`config.mk`:
```
export PLATFORM = sky130hd
export DESIGN_NAME = rtc_clock_with_two_alarms_core
export DESIGN_NICKNAME = d
export VERILOG_FILES = /design/src/rtl/rtca_pkg.sv /design/src/rtl/rtca_cfg_regs.sv /design/src/rtl/rtca_step.sv /design/src/rtl/rtc_clock_with_two_alarms_core.sv
export SDC_FILE = /design/constraint.sdc
export NUM_CORES = 1
export LEC_CHECK = 0
export ABC_CLOCK_PERIOD_IN_PS = 4600
export BUFFER_PORTS_ARGS = -buffer_cell sky130_fd_sc_hd__buf_4
export CAP_MARGIN = 20
export CELL_PAD_IN_SITES_DETAIL_PLACEMENT = 0
export CELL_PAD_IN_SITES_GLOBAL_PLACEMENT = 1
export CORE_MARGIN = 2
export CORE_UTILIZATION = 45
export DETAILED_ROUTE_END_ITERATION = 12
export GPL_TIMING_DRIVEN = 0
export PLACE_DENSITY = 0.85
export SYNTH_ARGS = -nofsm -noshare
export SYNTH_HDL_FRONTEND = slang
export SYNTH_SLANG_ARGS = --single-unit
```
`constraint.sdc`:
```
create_clock -name clk -period 4.6 [get_ports clk]
set_input_delay 0.46 -clock clk [delete_from_list [all_inputs] [get_ports clk]]
set_output_delay 0.46 -clock clk [all_outputs]
set_load 0.05 [all_outputs]
```
`src/rtl/rtca_pkg.sv`:
```
// rtca_pkg: shared types and constants for the two-alarm time-of-day clock
// no dependencies; imported by every module of the block
`default_nettype none

package rtca_pkg;

  localparam int SecMax  = 59;
  localparam int MinMax  = 59;
  localparam int HourMax = 23;
  localparam int AlarmResetVal = 9;

  // configuration register indexes
  localparam logic [2:0] CFG_A1_HOUR   = 3'd0;
  localparam logic [2:0] CFG_A1_MINUTE = 3'd1;
  localparam logic [2:0] CFG_A1_SECOND = 3'd2;
  localparam logic [2:0] CFG_A2_HOUR   = 3'd3;
  localparam logic [2:0] CFG_A2_MINUTE = 3'd4;

  // machine state codes
  localparam logic [1:0] MST_IDLE   = 2'd0;
  localparam logic [1:0] MST_ALARM1 = 2'd2;
  localparam logic [1:0] MST_ALARM2 = 2'd3;

  typedef struct packed {
    logic [4:0] hour;
    logic [5:0] minute;
    logic [5:0] second;
  } rtca_time_t;

  typedef struct packed {
    rtca_time_t a1;
    rtca_time_t a2;  // second field unused by alarm 2
  } rtca_alarm_cfg_t;

  typedef struct packed {
    logic [3:0] tick;
    rtca_time_t tod;
    logic       armed1;
    logic       armed2;
    logic [1:0] mstate;
  } rtca_state_t;

  typedef struct packed {
    logic       mode;
    rtca_time_t set_time;
  } rtca_item_t;

  typedef struct packed {
    rtca_time_t tod;
    logic       second_advanced;
    logic       alarm1_hit;
    logic       alarm2_hit;
    logic [1:0] unit_state;
  } rtca_result_t;

endpackage

`default_nettype wire

```
`src/rtl/rtca_cfg_regs.sv`:
```
// rtca_cfg_regs: alarm setting registers behind the plain write port
// depends on rtca_pkg
`default_nettype none

module rtca_cfg_regs
  import rtca_pkg::*;
(
  input  wire logic            clk,
  input  wire logic            rst_n,
  input  wire logic            cfg_we,
  input  wire logic [2:0]      cfg_index,
  input  wire logic [5:0]      cfg_wdata,
  output rtca_alarm_cfg_t      alarm_cfg
);

  rtca_alarm_cfg_t alarm_r;
  rtca_alarm_cfg_t alarm_nxt;

  always_comb begin
    alarm_nxt = alarm_r;
    if (cfg_we) begin
      case (cfg_index)
        CFG_A1_HOUR:   alarm_nxt.a1.hour   = cfg_wdata[4:0];
        CFG_A1_MINUTE: alarm_nxt.a1.minute = cfg_wdata;
        CFG_A1_SECOND: alarm_nxt.a1.second = cfg_wdata;
        CFG_A2_HOUR:   alarm_nxt.a2.hour   = cfg_wdata[4:0];
        CFG_A2_MINUTE: alarm_nxt.a2.minute = cfg_wdata;
        default:       alarm_nxt = alarm_r;  // unknown index ignored
      endcase
    end
  end

  always_ff @(posedge clk) begin
    if (!rst_n) begin
      alarm_r.a1.hour   <= 5'(AlarmResetVal);
      alarm_r.a1.minute <= 6'(AlarmResetVal);
      alarm_r.a1.second <= 6'(AlarmResetVal);
      alarm_r.a2.hour   <= 5'(AlarmResetVal);
      alarm_r.a2.minute <= 6'(AlarmResetVal);
      alarm_r.a2.second <= '0;
    end else begin
      alarm_r <= alarm_nxt;
    end
  end

  assign alarm_cfg = alarm_r;

endmodule

`default_nettype wire

```
`src/rtl/rtca_step.sv`:
```
// rtca_step: next-state logic for one beat (prescaler, time load and rollover, alarms)
// depends on rtca_pkg; purely combinational
`default_nettype none

module rtca_step
  import rtca_pkg::*;
#(
  parameter int TICK_LIMIT = 10
) (
  input  wire rtca_state_t     state_cur,
  input  wire rtca_item_t      item,
  input  wire rtca_alarm_cfg_t alarm_cfg,
  output rtca_state_t          state_nxt,
  output rtca_result_t         res_nxt
);

  logic [6:0] sec_inc;
  logic [6:0] min_inc;
  logic [5:0] hour_inc;
  rtca_time_t adv_time;
  logic       hit1;
  logic       hit2;

  // one-second advance; out-of-range fields wrap here as well
  always_comb begin
    sec_inc  = {1'b0, state_cur.tod.second} + 7'd1;
    min_inc  = {1'b0, state_cur.tod.minute};
    hour_inc = {1'b0, state_cur.tod.hour};
    if (sec_inc > 7'(SecMax)) begin
      min_inc = min_inc + 7'd1;
      sec_inc = '0;
    end
    if (min_inc > 7'(MinMax)) begin
      hour_inc = hour_inc + 6'd1;
      min_inc  = '0;
    end
    if (hour_inc > 6'(HourMax)) begin
      hour_inc = '0;
    end
    adv_time.second = sec_inc[5:0];
    adv_time.minute = min_inc[5:0];
    adv_time.hour   = hour_inc[4:0];
  end

  assign hit1 = state_cur.armed1 &&
                adv_time.hour   == alarm_cfg.a1.hour &&
                adv_time.minute == alarm_cfg.a1.minute &&
                adv_time.second == alarm_cfg.a1.second;
  assign hit2 = state_cur.armed2 &&
                adv_time.hour   == alarm_cfg.a2.hour &&
                adv_time.minute == alarm_cfg.a2.minute;

  always_comb begin
    state_nxt               = state_cur;
    res_nxt.second_advanced = 1'b0;
    res_nxt.alarm1_hit      = 1'b0;
    res_nxt.alarm2_hit      = 1'b0;
    if (item.mode) begin
      state_nxt.tod = item.set_time;
    end else if (state_cur.tick > 4'(TICK_LIMIT)) begin
      state_nxt.tick          = '0;
      state_nxt.tod           = adv_time;
      res_nxt.second_advanced = 1'b1;
      if (hit1) begin
        state_nxt.armed1   = 1'b0;
        state_nxt.mstate   = MST_ALARM1;
        res_nxt.alarm1_hit = 1'b1;
      end
      // alarm 2 wins when both match
      if (hit2) begin
        state_nxt.armed2   = 1'b0;
        state_nxt.mstate   = MST_ALARM2;
        res_nxt.alarm2_hit = 1'b1;
      end
    end else begin
      state_nxt.tick = state_cur.tick + 4'd1;
    end
    res_nxt.tod        = state_nxt.tod;
    res_nxt.unit_state = state_nxt.mstate;
  end

endmodule

`default_nettype wire

```
`src/rtl/rtc_clock_with_two_alarms_core.sv`:
```
// path: an accepted beat waits in the input register, then enters the result register
// (out_*) once that is free; throughput: one beat per cycle while out_ready stays high;
// the step logic sits between the two registers, and the clock state updates once per beat
// reset: rst_n synchronous active low; clears the pipeline valids, the clock, the prescaler
// and machine state, arms both alarms and sets alarm times to 9 (alarm 2 second field to 0)
`default_nettype none

module rtc_clock_with_two_alarms_core
  import rtca_pkg::*;
#(
  parameter int TICK_LIMIT = 10
) (
  input  wire logic       clk,
  input  wire logic       rst_n,
  input  wire logic       in_valid,
  output logic            in_ready,
  input  wire logic       in_mode,
  input  wire logic [4:0] in_set_hour,
  input  wire logic [5:0] in_set_minute,
  input  wire logic [5:0] in_set_second,
  output logic            out_valid,
  input  wire logic       out_ready,
  output logic [4:0]      out_cur_hour,
  output logic [5:0]      out_cur_minute,
  output logic [5:0]      out_cur_second,
  output logic            out_second_advanced,
  output logic            out_alarm1_hit,
  output logic            out_alarm2_hit,
  output logic [1:0]      out_unit_state,
  input  wire logic       cfg_we,
  input  wire logic [2:0] cfg_index,
  input  wire logic [5:0] cfg_wdata
);

  rtca_alarm_cfg_t alarm_cfg;
  rtca_state_t     state_r;
  rtca_state_t     state_nxt;
  rtca_item_t      item_r;
  rtca_result_t    res_nxt;
  rtca_result_t    res_r;
  logic            s1_valid_r;
  logic            out_valid_r;
  logic            out_take;
  logic            s1_go;

  rtca_cfg_regs u_cfg (
    .clk       (clk),
    .rst_n     (rst_n),
    .cfg_we    (cfg_we),
    .cfg_index (cfg_index),
    .cfg_wdata (cfg_wdata),
    .alarm_cfg (alarm_cfg)
  );

  rtca_step #(
    .TICK_LIMIT (TICK_LIMIT)
  ) u_step (
    .state_cur (state_r),
    .item      (item_r),
    .alarm_cfg (alarm_cfg),
    .state_nxt (state_nxt),
    .res_nxt   (res_nxt)
  );

  // result register frees up when empty or when its beat is taken
  assign out_take = !out_valid_r || out_ready;
  assign s1_go    = s1_valid_r && out_take;
  assign in_ready = !s1_valid_r || s1_go;

  always_ff @(posedge clk) begin
    if (!rst_n) begin
      s1_valid_r     <= 1'b0;
      out_valid_r    <= 1'b0;
      state_r.tick   <= '0;
      state_r.tod    <= '0;
      state_r.armed1 <= 1'b1;
      state_r.armed2 <= 1'b1;
      state_r.mstate <= MST_IDLE;
    end else begin
      if (in_ready) begin
        s1_valid_r <= in_valid;
      end
      if (out_take) begin
        out_valid_r <= s1_valid_r;
      end
      if (s1_go) begin
        state_r <= state_nxt;
      end
    end
  end

  always_ff @(posedge clk) begin
    if (in_valid && in_ready) begin
      item_r.mode            <= in_mode;
      item_r.set_time.hour   <= in_set_hour;
      item_r.set_time.minute <= in_set_minute;
      item_r.set_time.second <= in_set_second;
    end
    if (s1_go) begin
      res_r <= res_nxt;
    end
  end

  assign out_valid           = out_valid_r;
  assign out_cur_hour        = res_r.tod.hour;
  assign out_cur_minute      = res_r.tod.minute;
  assign out_cur_second      = res_r.tod.second;
  assign out_second_advanced = res_r.second_advanced;
  assign out_alarm1_hit      = res_r.alarm1_hit;
  assign out_alarm2_hit      = res_r.alarm2_hit;
  assign out_unit_state      = res_r.unit_state;

endmodule

`default_nettype wire

```
==> metrics.txt, run 1 <==
outcome complete, no violations; switch share 26.8%; sw power 0.000498 W; Most used DFF post-synth dfxtp_1; via-per-instance ratio 5.88; Final Wtd Congestion 0.936; net count after synthesis ~620; CTS Hold Buffers Added 0; Slew Viols, Final 0; worst-margin pin slew 867 ps; clock sink total 95; via count about 4,700; post-CTS setup buffer count 0; post-route setup TNS 0 ps; worst-skew pair later-pin latency 360 ps; cts bufs inserted 9; Crit path max-delay family compound AO/OA/AOI/OAI gates; # IOs 56; GR Util All Layers 23.3%; DR iter-0 viols 394; Critical Path RT 4850 ps; total die area 12,600 sq um; initial antenna violation count 0; most frequent cells in the layout nand2_1, buf_4, nor2_1, dfxtp_1, a21oi_1; drt total wl between 10,000 and 15,000 um; ANT nets after route 0; Area Overhead vs Synth 16.3%; Die X about 110 um; first-pass GRT wire length 23,000 um; Starting Density 46.1%; CTS H-tree lvls 3; vias in the first global route 4,441; asr flop ratio synth 0%; CP max FO 10; CTS clk-pin slew, worst paths around 70 ps; CTS root buffer clkbuf_16; Clock Skew 12.6 ps; Mapped Cells 581; worst vdd ir slightly below 0.2 mV; Max-cap violations 0; P_int approximately 0.0014 W; post-CTS sizing 0; Syn Std Cell Area 5260 sq um; Final Util between 50% and 60%; layout cells sized above 1 between 10% and 20%; Final Hold Fails 0; Final setup viols 0; post-DP HPWL 10,700 um; critical path's slowest cell or4_1; Power Dens Cells 304 nW/um^2; Hold Path Class in -> reg; DRC violation count after routing 0; RSZ-0062 raised after global routing no; Clk network pwr share 37.6%; Leakage 2.19 nW; logic gate share of total power 12.1%; FILL cells roughly 1,100; # diodes 0; commonest non-fill, non-tap cell in the layout nand2_1; final cycle utilization of the critical path approximately 90%; sequential fraction of the synthesis area between 40% and 50%; die height 112 um; flops & latches, synth 95; r2r setup slk 540 ps; Crit. Startpoint state_r[4]$_SDFFE_PN0P_; CTS tree yes; hold wc startpoint in_set_hour[1]; Core Area between 10,000 and 15,000 sq um; Max Root-Sink Buffers 2; Slew HR a little over two fifths; Crit. End Element flop; WP data arrival 4300 ps; CP Launch Type flop; synth warn 0; crit-path cells buf_4 > inv_1 > ha_1 > o211ai_2 > o221ai_2 > a21o_4 > nor2_1 > mux2i_2 > o221a_2 > nand4_1 > a211o_1 > or4_1 > a21o_1; FF-to-FF Start state_r[4]$_SDFFE_PN0P_; Final nets 685; largest net degree at the start of global routing 32; # port buffers between 50 and 60; drt wl/cell roughly 18 um; Post-Syn Area per Cell 9.06 sq um; fmax roughly 250 MHz; crit-path max cell delay between 500 and 600 ps; Post-synth EDFFs 40; Setup CP Type reg -> reg; FP Rows 39; final period demand of the worst path about 4100 ps; DR pass1 iterations 4; GR Overflow Total 0; Netlist cell types 91; worst path bufs/invs 2; Reg power frac 50.3%
[power by group through the flow]
stage	sequential [W]	combinational (W)	clock, W
after floorplan	0.000982	0.000112	0
after global placement	0.000953	0.000220	0
after detailed placement	0.000953	0.000223	0
after CTS	0.000935	0.000224	0.000710
after global routing	0.000938	0.000244	0.000737
final	0.000935	0.000224	0.000699
[metrics by stage]
step / setup slack [ps] / cells / power [W] / hold slack [ps] / cell area (sq um)
6_report: 545 / 794 / 0.00186 / 277 / 6120
5_1_grt: 254 / 794 / 0.00192 / 265 / 6120
4_1_cts: 578 / 794 / 0.00187 / 267 / 6120
3_5_place_dp: 607 / 779 / 0.00118 / 454 / 5860
3_3_place_gp: 641 / 779 / 0.00117 / 451 / 5850
2_1_floorplan: 1160 / 581 / 0.00109 / 418 / 5260
[sequential cells by signal (all words and copies together) (netlist names)]
signal / count
out_second_advanced: 1
state_r: 25
out_cur_hour: 5
out_cur_minute: 6
out_alarm1_hit: 1
out_valid: 1
out_alarm2_hit: 1
out_unit_state: 2
u_cfg.alarm_cfg: 28
out_cur_second: 6
s1_valid_r: 1
item_r: 18
[worst register-to-register path: cells and delay by family, from the launching register on]
kind,cells,cell delay (ps)
simple gates,3,920
flops,1,330
fa+ha+maj,1,380
buf+inv,2,270
mux,1,530
compound gates,6,1520
[Yosys cell counts (5+ instances only)]
library cell | count | area share, %
nor3_1 | 16 | 1.5
edfxtp_1 | 40 | 23
dfxtp_1 | 55 | 21
and2_1 | 9 | 1.1
mux2i_1 | 23 | 4.4
o21a_1 | 6 | 0.86
a211oi_1 | 5 | 0.71
mux2_2 | 5 | 1.1
nand4_1 | 5 | 0.59
o21ai_0 | 31 | 2.9
and3_1 | 6 | 0.71
xor2_1 | 5 | 0.83
xnor2_1 | 10 | 1.7
nor2b_1 | 8 | 0.95
nand3_1 | 20 | 1.9
a21oi_1 | 45 | 4.3
inv_1 | 9 | 0.64
nand2_1 | 80 | 5.7
buf_4 | 5 | 0.71
nor2_1 | 60 | 4.3
ha_1 | 6 | 1.4
a31oi_1 | 5 | 0.59
clkbuf_1 | 20 | 1.4
nor4_1 | 8 | 0.95
[layer usage]
metal	vias to the layer above	global-route usage [%]	part of all wire (%)	routed length, um
met3	19	3.83	4.0	574
li1	2268	-	-	-
met5	-	0	0	0
met2	105	39.2	50	7170
met1	2274	30.6	44	6340
met4	0	8.13	1.9	275
[final timing paths]
kind | end | cells after the start
max | state_r[2]$_SDFFE_PN1P_ | 13
min | item_r[13]$_DFFE_PP_ | 1
max reg2reg | state_r[2]$_SDFFE_PN1P_ | 13
min reg2reg | state_r[2]$_SDFFE_PN1P_ | 1
[cell families after synthesis]
logic type	synth area share [%]
AOI/OAI and AO/OA	19.6
muxes	5.71
DFF	43.7
adders and majority gates	1.43
buffers and inverters	3.85
and+or+nand+nor	22.8
xor gates and xnor gates	2.81
[layout make-up]
class,instances,area [sq um],area share [%]
sequential,95,2300,37.6
clock buffer,10,229,3.74
clock inverter,5,33.8,0.552
inverter,10,37.5,0.613
multi-input combinational,444,2760,45.1
timing repair buffer,55,413,6.75
buffer,32,166,2.72
tap,143,179,2.92
(Power assumes the default switching activity.)
==> run 2, diff against run 1 <==
--- a/config.mk
+++ b/config.mk
@@ -6,15 +6,15 @@
 export NUM_CORES = 1
 export LEC_CHECK = 0
 export ABC_CLOCK_PERIOD_IN_PS = 4600
-export BUFFER_PORTS_ARGS = -buffer_cell sky130_fd_sc_hd__buf_4
 export CAP_MARGIN = 20
 export CELL_PAD_IN_SITES_DETAIL_PLACEMENT = 0
 export CELL_PAD_IN_SITES_GLOBAL_PLACEMENT = 1
 export CORE_MARGIN = 2
-export CORE_UTILIZATION = 45
+export CORE_UTILIZATION = 46
 export DETAILED_ROUTE_END_ITERATION = 12
+export DONT_BUFFER_PORTS = 1
 export GPL_TIMING_DRIVEN = 0
-export PLACE_DENSITY = 0.85
+export PLACE_DENSITY = 0.81
 export SYNTH_ARGS = -nofsm -noshare
 export SYNTH_HDL_FRONTEND = slang
 export SYNTH_SLANG_ARGS = --single-unit
==> metrics.txt, run 2 (synthesis results as in run 1) <==
final non-filler cell area 5730 sq um; FF-to-FF Start state_r[4]$_SDFFE_PN0P_; Leakage 1.94 nW; Final nets 630; R2R cell count 13; total die area between 10,000 and 15,000 sq um; vias in the first global route 4,216; outcome complete, no violations; drt wl/cell 19.2 um; Final Hold Fails 0; final cycle utilization of the critical path 92.8%; Final Wtd Congestion 0.917; Area Overhead vs Synth 8.87%; post-route setup TNS 0 ps; post-CTS sizing 0; GR Layer Usage met3 roughly 3.3%; Die X 111 um; layout cells sized above 1 9.88%; worst-skew pair later-pin latency 360 ps; DRC violation count after routing 0; initial antenna violation count 0; cts bufs inserted 9; largest net degree at the start of global routing 32; reg2reg end out_unit_state[0]$_DFFE_PP_; CTS Hold Buffers Added 0; clock sink total 95; multi-input logic area 2760 sq um; DR iter-0 viols 281; Final setup viols 0; worst-margin pin slew roughly 830 ps; met1 GRT Util 30.2%; RSZ-0062 raised after global routing no; via count 4,430; sw power 0.000510 W; via-per-instance ratio 5.99; global routing met2 resource utilization between 40% and 50%; FILL cells 1,025; most frequent cells in the layout nand2_1, nor2_1, dfxtp_1, a21oi_1, edfxtp_1; FP Rows 39; # IOs 56; # diodes 0; post-CTS setup buffer count 0; DR pass1 iterations 5; CP max FO 10; Largest register FFs 28; Core Area ~11,000 sq um; crit-path max cell delay 550 ps; Power Dens Cells 324 nW/um^2; logic gate share of total power 8.0%; Max-cap violations 0; Crit. Startpoint state_r[4]$_SDFFE_PN0P_; FF/Latch Area 2300 sq um; critical path's slowest cell nor4_1; post-DP HPWL 10,500 um; placed insts 724; Clock Skew between 7 and 8 ps; first-pass GRT wire length around 23,000 um; Slew HR between 40 and 50%; fmax 234 MHz; CTS clk-pin slew, worst paths roughly 70 ps; worst vdd ir 0.266 mV; Slew Viols, Final 0; switch share 27.5%; GR Util All Layers 23.5%; WP data arrival 4470 ps; P_int 0.00135 W; Starting Density 46.7%; CP Launch Type flop; CTS tree yes; crit-path cells buf_4 > inv_1 > ha_1 > o211ai_2 > o221ai_2 > a21oi_4 > a31oi_2 > o21ai_2 > a2bb2oi_1 > nand4_1 > a311o_1 > nor4_1 > o21bai_1; Critical Path RT between 4000 and 5000 ps; Hold Path Class in -> reg; r2r setup slk 330 ps; Crit. End Element flop; die height between 100 and 150 um; ANT nets after route 0; Reg power frac 52.3%; Setup CP Type reg -> reg; commonest non-fill, non-tap cell in the layout nand2_1; global route hottest layer met2; GR Overflow Total 0; Max Root-Sink Buffers 2; CTS H-tree lvls 3; CTS root buffer clkbuf_16; fin cells 740; # port buffers 0; Clk network pwr share 39.7%; crit path capture out_unit_state[0]$_DFFE_PP_; drt total wl 14,200 um; DP Area 5440 sq um; final period demand of the worst path 4270 ps
==> run 2: cell types whose count changed in the layout (fill, tap and decap cells not counted), sizes merged <==
cell      delta
buf         -55
clkbuf       -1
clkinv       +1
clkinvlp     -1
inv          +2
==> run 2: power by group through the flow <==
stage	registers, W	clock network [W]	logic [W]
2_1_floorplan	0.000982	0	0.000112
3_3_place_gp	0.000989	0	0.000143
3_5_place_dp	0.000989	0	0.000146
4_1_cts	0.000970	0.000743	0.000147
5_1_grt	0.000974	0.000778	0.000164
6_report	0.000970	0.000737	0.000148
==> run 2: area by class of cell <==
type	instances	area share [%]
Clock inverter	7	1.07
Multi-Input combinational cell	444	48.1
Sequential cell	95	40.2
Buffer	32	2.90
Tap cell	143	3.12
Clock buffer	9	3.93
Inverter	10	0.655
==> run 2: worst max-delay path, delay by kind of cell, from the launching register on <==
kind	cells	cell delay (ps)
AOI/OAI and AO/OA	8	2420
DFF	1	330
adders and majority gates	1	380
buffers and inverters	2	270
and+or+nand+nor	2	710
==> run 2: worst min path at each step <==
| stage | depth (start not counted) | slack, ps | endpoint | startpoint |
|---|---|---|---|---|
| 4_1_cts | 1 | 180 | state_r[3]$_SDFFE_PN1P_ | rst_n |
| 3_5_place_dp | 1 | 440 | state_r[2]$_SDFFE_PN1P_ | state_r[2]$_SDFFE_PN1P_ |
| 6_report | 1 | 180 | state_r[3]$_SDFFE_PN1P_ | rst_n |
| 5_1_grt | 0 | 180 | item_r[12]$_DFFE_PP_ | in_set_hour[0] |
| 2_1_floorplan | 1 | 420 | state_r[2]$_SDFFE_PN1P_ | state_r[2]$_SDFFE_PN1P_ |
| 3_3_place_gp | 1 | 440 | state_r[2]$_SDFFE_PN1P_ | state_r[2]$_SDFFE_PN1P_ |
==> run 2: routing by layer <==
| layer | wire length, um | vias to the layer above |
|---|---|---|
| met2 | 7140 | 103 |
| met4 | 250 | 0 |
| met5 | 0 | - |
| li1 | - | 2146 |
| met3 | 390 | 16 |
| met1 | 6440 | 2165 |
==> run 2: through the flow <==
step | total power (W) | hold WS [ps] | setup slack [ps] | util, %
after floorplan | 0.00109 | 418 | 1160 | -
after global placement | 0.00113 | 437 | 493 | 48.3
after detailed placement | 0.00114 | 441 | 381 | 48.3
after CTS | 0.00186 | 177 | 359 | 50.8
after global routing | 0.00192 | 183 | 95.6 | 50.8
final | 0.00186 | 181 | 332 | 50.8
